[config.mk]
export PLATFORM = sky130hd
export DESIGN_NAME = formula_char_tokenizer_unit
export DESIGN_NICKNAME = d
export VERILOG_FILES = /design/src/design/ftok_pkg.sv /design/src/design/ftok_classify.sv /design/src/design/ftok_lex.sv /design/src/design/formula_char_tokenizer_unit.sv
export SDC_FILE = /design/constraint.sdc
export NUM_CORES = 1
export LEC_CHECK = 0
export BUFFER_PORTS_ARGS = -buffer_cell sky130_fd_sc_hd__buf_2
export CAP_MARGIN = 25
export CORE_MARGIN = 1.5
export CORE_UTILIZATION = 35
export DETAILED_ROUTE_END_ITERATION = 6
export GPL_TIMING_DRIVEN = 0
export SYNTH_ARGS = -nofsm -noshare
export SYNTH_HDL_FRONTEND = slang
export SYNTH_SLANG_ARGS = --single-unit
export TNS_END_PERCENT = 20
[constraint.sdc]
create_clock -name clock -period 5.3 [get_ports clock]
set_input_delay 1.06 -clock clock [delete_from_list [all_inputs] [get_ports clock]]
set_output_delay 1.06 -clock clock [all_outputs]
set_load 0.02 [all_outputs]
[src/design/ftok_pkg.sv]
// Package with the item types, class codes and lexer mode codes of the formula tokenizer.
`timescale 1ns / 1ps

package ftok_pkg;

   // Token class codes; the first four double as lexer mode codes.
   localparam logic [2:0] CLS_NONE     = 3'd0;
   localparam logic [2:0] CLS_NUMBER   = 3'd1;
   localparam logic [2:0] CLS_IDENT    = 3'd2;
   localparam logic [2:0] CLS_STRING   = 3'd3;
   localparam logic [2:0] CLS_OPERATOR = 3'd4;
   localparam logic [2:0] CLS_SPECIAL  = 3'd5;
   localparam logic [2:0] CLS_UNKNOWN  = 3'd6;

   localparam logic [1:0] MODE_IDLE   = 2'd0;
   localparam logic [1:0] MODE_NUMBER = 2'd1;
   localparam logic [1:0] MODE_IDENT  = 2'd2;
   localparam logic [1:0] MODE_STRING = 2'd3;

   typedef struct packed {
      logic [7:0] ch;
      logic       end_of_formula;
   } req_type;

   typedef struct packed {
      logic       close_before;
      logic [2:0] closed_class;
      logic       keep_char;
      logic [7:0] char_out;
      logic [2:0] char_class;
      logic       starts_token;
      logic       close_after;
   } rsp_type;

   // Byte categories handed from the classifier to the lexer core.
   typedef struct packed {
      logic is_space;
      logic is_digit;
      logic is_word;
      logic is_dot;
      logic is_quote;
      logic is_op;
      logic is_special;
   } byte_cat_type;

endpackage

[src/design/ftok_classify.sv]
// Byte classifier: sorts one formula byte into the categories the lexer needs.
`timescale 1ns / 1ps

module ftok_classify (
   input  logic [7:0]                 ch,
   output ftok_pkg::byte_cat_type     cat
);

   always_comb begin
      cat.is_space   = (ch == 8'd32) || (ch >= 8'd9 && ch <= 8'd13);
      cat.is_digit   = (ch >= 8'h30) && (ch <= 8'h39);
      cat.is_word    = ((ch >= 8'h41) && (ch <= 8'h5A)) ||
                       ((ch >= 8'h61) && (ch <= 8'h7A)) || (ch == 8'h5F);
      cat.is_dot     = (ch == 8'h2E);
      cat.is_quote   = (ch == 8'h22);
      cat.is_op      = (ch == 8'h2B) || (ch == 8'h2D) || (ch == 8'h2A) ||
                       (ch == 8'h2F) || (ch == 8'h5E) || (ch == 8'h3D) ||
                       (ch == 8'h3E) || (ch == 8'h3C);
      cat.is_special = (ch == 8'h28) || (ch == 8'h29) || (ch == 8'h2C) ||
                       (ch == 8'h3A);
   end

endmodule

[src/design/ftok_lex.sv]
// Lexer core: holds the two-bit mode and forms the result item for one byte.
`timescale 1ns / 1ps

module ftok_lex (
   input  logic                     clock,
   input  logic                     reset,
   input  logic                     advance,
   input  ftok_pkg::req_type        item,
   input  ftok_pkg::byte_cat_type   cat,
   output ftok_pkg::rsp_type        result
);

   logic [1:0] lex_mode_ff;
   logic [1:0] lex_mode_in;
   logic [1:0] next_mode;
   logic       single;

   always_comb begin
      result              = '0;
      result.keep_char    = 1'b1;
      result.char_out     = item.ch;
      next_mode           = lex_mode_ff;
      single              = 1'b0;

      if (lex_mode_ff == ftok_pkg::MODE_STRING) begin
         result.char_class = ftok_pkg::CLS_STRING;
         if (cat.is_quote) begin
            result.close_after = 1'b1;
            next_mode          = ftok_pkg::MODE_IDLE;
         end
      end else if (cat.is_space) begin
         result.keep_char = 1'b0;
         if (lex_mode_ff != ftok_pkg::MODE_IDLE) begin
            result.close_before = 1'b1;
            result.closed_class = {1'b0, lex_mode_ff};
         end
         next_mode = ftok_pkg::MODE_IDLE;
      end else if (cat.is_digit && lex_mode_ff != ftok_pkg::MODE_IDLE) begin
         // Digits continue both numbers and identifiers.
         result.char_class = {1'b0, lex_mode_ff};
      end else if (cat.is_dot && lex_mode_ff == ftok_pkg::MODE_NUMBER) begin
         result.char_class = ftok_pkg::CLS_NUMBER;
      end else if (cat.is_word && lex_mode_ff == ftok_pkg::MODE_IDENT) begin
         result.char_class = ftok_pkg::CLS_IDENT;
      end else begin
         // The byte opens a new token, so any open token ends before it.
         if (lex_mode_ff != ftok_pkg::MODE_IDLE) begin
            result.close_before = 1'b1;
            result.closed_class = {1'b0, lex_mode_ff};
         end
         result.starts_token = 1'b1;
         if (cat.is_op) begin
            result.char_class = ftok_pkg::CLS_OPERATOR;
            single            = 1'b1;
         end else if (cat.is_digit) begin
            result.char_class = ftok_pkg::CLS_NUMBER;
            next_mode         = ftok_pkg::MODE_NUMBER;
         end else if (cat.is_word) begin
            result.char_class = ftok_pkg::CLS_IDENT;
            next_mode         = ftok_pkg::MODE_IDENT;
         end else if (cat.is_quote) begin
            result.char_class = ftok_pkg::CLS_STRING;
            next_mode         = ftok_pkg::MODE_STRING;
         end else if (cat.is_special) begin
            result.char_class = ftok_pkg::CLS_SPECIAL;
            single            = 1'b1;
         end else begin
            result.char_class = ftok_pkg::CLS_UNKNOWN;
            single            = 1'b1;
         end
         if (single) begin
            result.close_after = 1'b1;
            next_mode          = ftok_pkg::MODE_IDLE;
         end
      end

      // End of formula closes whatever token is still open with this byte.
      if (item.end_of_formula) begin
         if (result.keep_char && next_mode != ftok_pkg::MODE_IDLE) begin
            result.close_after = 1'b1;
         end
         next_mode = ftok_pkg::MODE_IDLE;
      end
   end

   assign lex_mode_in = advance ? next_mode : lex_mode_ff;

   always_ff @(posedge clock) begin
      if (reset) begin
         lex_mode_ff <= ftok_pkg::MODE_IDLE;
      end else begin
         lex_mode_ff <= lex_mode_in;
      end
   end

endmodule

[src/design/formula_char_tokenizer_unit.sv]
// Top level of the formula tokenizer: input register, lexer core and result register.
`timescale 1ns / 1ps

// Channel   Ports                              Payload
// request   req_valid, req_ready, req_item     ftok_pkg::req_type (byte, end flag)
// response  rsp_valid, rsp_ready, rsp_item     ftok_pkg::rsp_type (one per byte)
//
// One item per cycle while rsp_ready is held high. A byte sits in the input
// register, where the classifier and lexer core act on it, and is loaded into
// the result register when that register is empty or being read. A stall
// on rsp_ready holds the result register; req_ready drops only once the input
// register is full as well. Reset empties both registers and returns the lexer
// to idle.

module formula_char_tokenizer_unit (
   input  logic                clock,
   input  logic                reset,
   input  logic                req_valid,
   output logic                req_ready,
   input  ftok_pkg::req_type   req_item,
   output logic                rsp_valid,
   input  logic                rsp_ready,
   output ftok_pkg::rsp_type   rsp_item
);

   logic                   in_valid_ff;
   logic                   in_valid_in;
   ftok_pkg::req_type      in_item_ff;
   logic                   out_valid_ff;
   logic                   out_valid_in;
   ftok_pkg::rsp_type      out_item_ff;
   ftok_pkg::rsp_type      out_item_in;
   ftok_pkg::byte_cat_type cat;
   logic                   out_open;
   logic                   advance;

   assign out_open  = !out_valid_ff || rsp_ready;
   assign advance   = in_valid_ff && out_open;
   assign req_ready = !in_valid_ff || out_open;

   ftok_classify u_classify (
      .ch  (in_item_ff.ch),
      .cat (cat)
   );

   ftok_lex u_lex (
      .clock   (clock),
      .reset   (reset),
      .advance (advance),
      .item    (in_item_ff),
      .cat     (cat),
      .result  (out_item_in)
   );

   assign in_valid_in  = req_ready ? req_valid : in_valid_ff;
   assign out_valid_in = out_open ? in_valid_ff : out_valid_ff;

   always_ff @(posedge clock) begin
      if (reset) begin
         in_valid_ff  <= 1'b0;
         out_valid_ff <= 1'b0;
      end else begin
         in_valid_ff  <= in_valid_in;
         out_valid_ff <= out_valid_in;
      end
   end

   always_ff @(posedge clock) begin
      if (req_ready) begin
         in_item_ff <= req_item;
      end
      if (advance) begin
         out_item_ff <= out_item_in;
      end
   end

   assign rsp_valid = out_valid_ff;
   assign rsp_item  = out_item_ff;

endmodule

==> results.md <==
* Status: complete, no violations
* Synth Register Bits at 30
* CTS root buf: clkbuf_8
* Most common cell in the netlist: edfxtp_1
* Reg power frac at 54.9%
* Maximum clock path buffer count at 2
* Crit. End Element: output pin
* # hold bufs at CTS at 0
* Largest net degree at the start of global routing at 18
* Wire per inst at 13.8 um
* Fin crit share at 56.4%
* DIE AREA at 0.00484 mm^2
* Crit start category: input port
* Effective utilization at floorplan at 35.9%
* Mean Syn Cell Area at 11.6 um^2
* Simple-Gate Fraction of Synth Area at 21.6%
* Hpwl dp at 2180 um
* Cell family with most CP delay: simple AND/OR/NAND/NOR gates
* Sw Pwr at 121 uW
* Routability congestion estimate at 0.833
* CP most frequent cell: buf_2
* Synth async-reset ratio at 0%
* Setup TNS at 0 ns
* WS Path Type: input port to output pin
* Row count at 24
* Worst vdd ir at 0.109 mV
* Hold Vio Cnt, Final at 0
* Multiplexer share of the synthesized area at 0.645%
* Yosys top cell by area: edfxtp_1
* Slew Limit Fails at 0
* Largest stage delay on the critical path at 0.30 ns
* Synth Net Count at 147
* Pwr per Cell Area at 273 mW/mm^2
* Total power at 504 uW
* Bufs and invs on worst path at 2
* H-tree depth at 2
* Postcts setup bufs at 0
* Routed via count at 1,212
* GRT Util Overall at 13.8%
* Critical path required time at 4.24 ns
* Vias per cell at 5.41
* Antenna cell count at 0
* Final setup viols at 0
* Yosys warning count at 0
* Synth Flop Type: edfxtp_1
* Die height at around 70 um
* Area of the mapped netlist at 0.00155 mm^2
* Master of the slowest instance on the critical path: nand2_1
* CP max FO at 10
* Worst Clk Skew at roughly 0.0027 ns
* Net total in the final layout at approximately 190
* Lkg Pwr at a little under 0.7 nW
* Main combinational cell family by area after synthesis: simple AND/OR/NAND/NOR gates
* Worst slew pin tran at between 0.6 and 0.7 ns
* Unrepaired setup endpoints after global routing: false
* Synth Area in Compound Gates at 16.7%
* Post-Synth XOR/XNOR Area at 0%
* Area grow syn2layout at 19.1%
* # IOs at 33
* Post-Synthesis Cells at approximately 130
* Antenna-violating nets left at 0
* Worst-skew pair later-pin latency at 0.28 ns
* Clock share of power at around 33%
* Post-synth top cells: edfxtp_1 (26), nor2_1 (12), nand2_1 (9)
* Minimum clock period at 2.99 ns
* Number of max-cap violations at 0
* First-pass GRT wire length at 5310 um
* Adder and majority gate portion of the synthesized area at 0%
* Number of flops mapped to enable cells by yosys at 26
* IO buf count at 31
* Total core area at between 0.004 and 0.005 mm^2
* Number of global-route vias before repair at 1,169
* Routed WL at 3100 um
* Detailed-router iteration count before antenna repair at 4
* DRC viols at 0
* Int Pwr at 382 uW
* Layout cells sized above 1 at 32.6%
* WP data arrival at 1.93 ns
* TritonCTS Buffers at 5
* Top cell type's share of synthesized area at 50.3%
* Normalized max-slew margin at around 55%
* Worst path cell trace: buf_2, nor2b_1, nand2_1, buf_2
* Post-synthesis sequential area ratio at 55.5%
* Total gr overflow at 0
* Die W at 69.6 um
* Netlist cell types at 52
* CTS clock-pin slew for the worst setup and hold paths at ~0.05 ns
* Initial antenna violation count at 0
* Synth area leaders: edfxtp_1 (50%), dfxtp_1 (5.2%), nor2_1 (2.9%), nand2_1 (2.2%), a21oi_1 (1.6%)
* CTS tree: done
* Sw frac at 24.1%
* Max frequency at 334 MHz
* DRT iter0 DRCs at 51
* Clock Sinks at 30
* CTS resizes at 0
* Combinational power share at 11.8%
* Hold Crit Class: register to register
## registers in the layout, summed over array words and instances, names as in the netlist
register	flops
in_valid_ff	1
rsp_valid	1
in_item_ff	9
u_lex.lex_mode_ff	2
rsp_item	17
## power groups by stage
stage	registers [mW]	logic, mW	clock network [mW]
global placement	0.281	0.0576	0
detailed placement	0.281	0.0590	0
global route	0.278	0.0648	0.183
finish	0.276	0.0594	0.168
CTS	0.276	0.0593	0.173
floorplan	0.287	0.0353	0
## logic make-up (layout without fill, tap and decap cells)
family                 count (synthesis)  count (layout)
and+or+nand+nor                       55              55
AOI/OAI and AO/OA                     33              33
DFF                                   30              30
buffers and inverters                 14              52
other                                  1               1
muxes                                  1               1
## final cells by class
type,instances,area (um^2)
Clock buffer,7,76.3
Multi-Input combinational cell,90,608
Inverter,5,18.8
Buffer,9,63.8
Timing Repair Buffer,31,155
Sequential cell,30,861
Fill cell,423,2480
Tap cell,52,65.1
## routing by layer
| layer | share of wire, % | up-vias | GRT usage (%) |
|---|---|---|---|
| met5 | 0 | - | 0 |
| met4 | 2.7 | 0 | 8.71 |
| met3 | 6.2 | 12 | 3.34 |
| met2 | 48 | 50 | 22.9 |
| met1 | 43 | 559 | 15.9 |
| li1 | - | 591 | - |
## path summary, 6_finish.rpt
path / from / to / slack [ns] / cells past startpoint
hold / removal: in_item_ff[5] / rsp_item[9] / 0.48 / 0
setup reg to reg: in_item_ff[3] / rsp_item[0] / 3.05 / 7
hold reg to reg: in_item_ff[5] / rsp_item[9] / 0.48 / 0
setup / recovery: rsp_ready / req_ready / 2.31 / 4
## cell usage in the layout, fill, tap and decap left out, types with 2 or more instances in the layout
| cell type | n |
|---|---|
| buf_2 | 34 |
| edfxtp_1 | 26 |
| nor2_1 | 12 |
| nand2_1 | 9 |
| inv_1 | 5 |
| a21oi_1 | 5 |
| nand3_1 | 5 |
| o21ai_0 | 5 |
| clkbuf_8 | 5 |
| dfxtp_1 | 4 |
| nor2b_1 | 3 |
| buf_4 | 3 |
| clkbuf_1 | 3 |
| and2_1 | 3 |
| nor3_1 | 3 |
| nand2b_1 | 2 |
| buf_6 | 2 |
| nor4b_1 | 2 |
| nand4_1 | 2 |
| o21a_1 | 2 |
| nor4_1 | 2 |
| a211o_1 | 2 |
| o22ai_1 | 2 |
| a32o_1 | 2 |
## through the flow
stage	util, %	cells	area, um^2	worst slack (ns)	hold WS [ns]
after floorplan	-	134	1550	2.69	0.451
after global placement	41.0	217	1770	2.35	0.463
after detailed placement	41.0	217	1770	2.30	0.472
after CTS	42.7	224	1850	2.30	0.486
after global routing	42.7	224	1850	2.20	0.491
final	42.7	224	1850	2.31	0.482
Power figures use the tool's default switching activity.
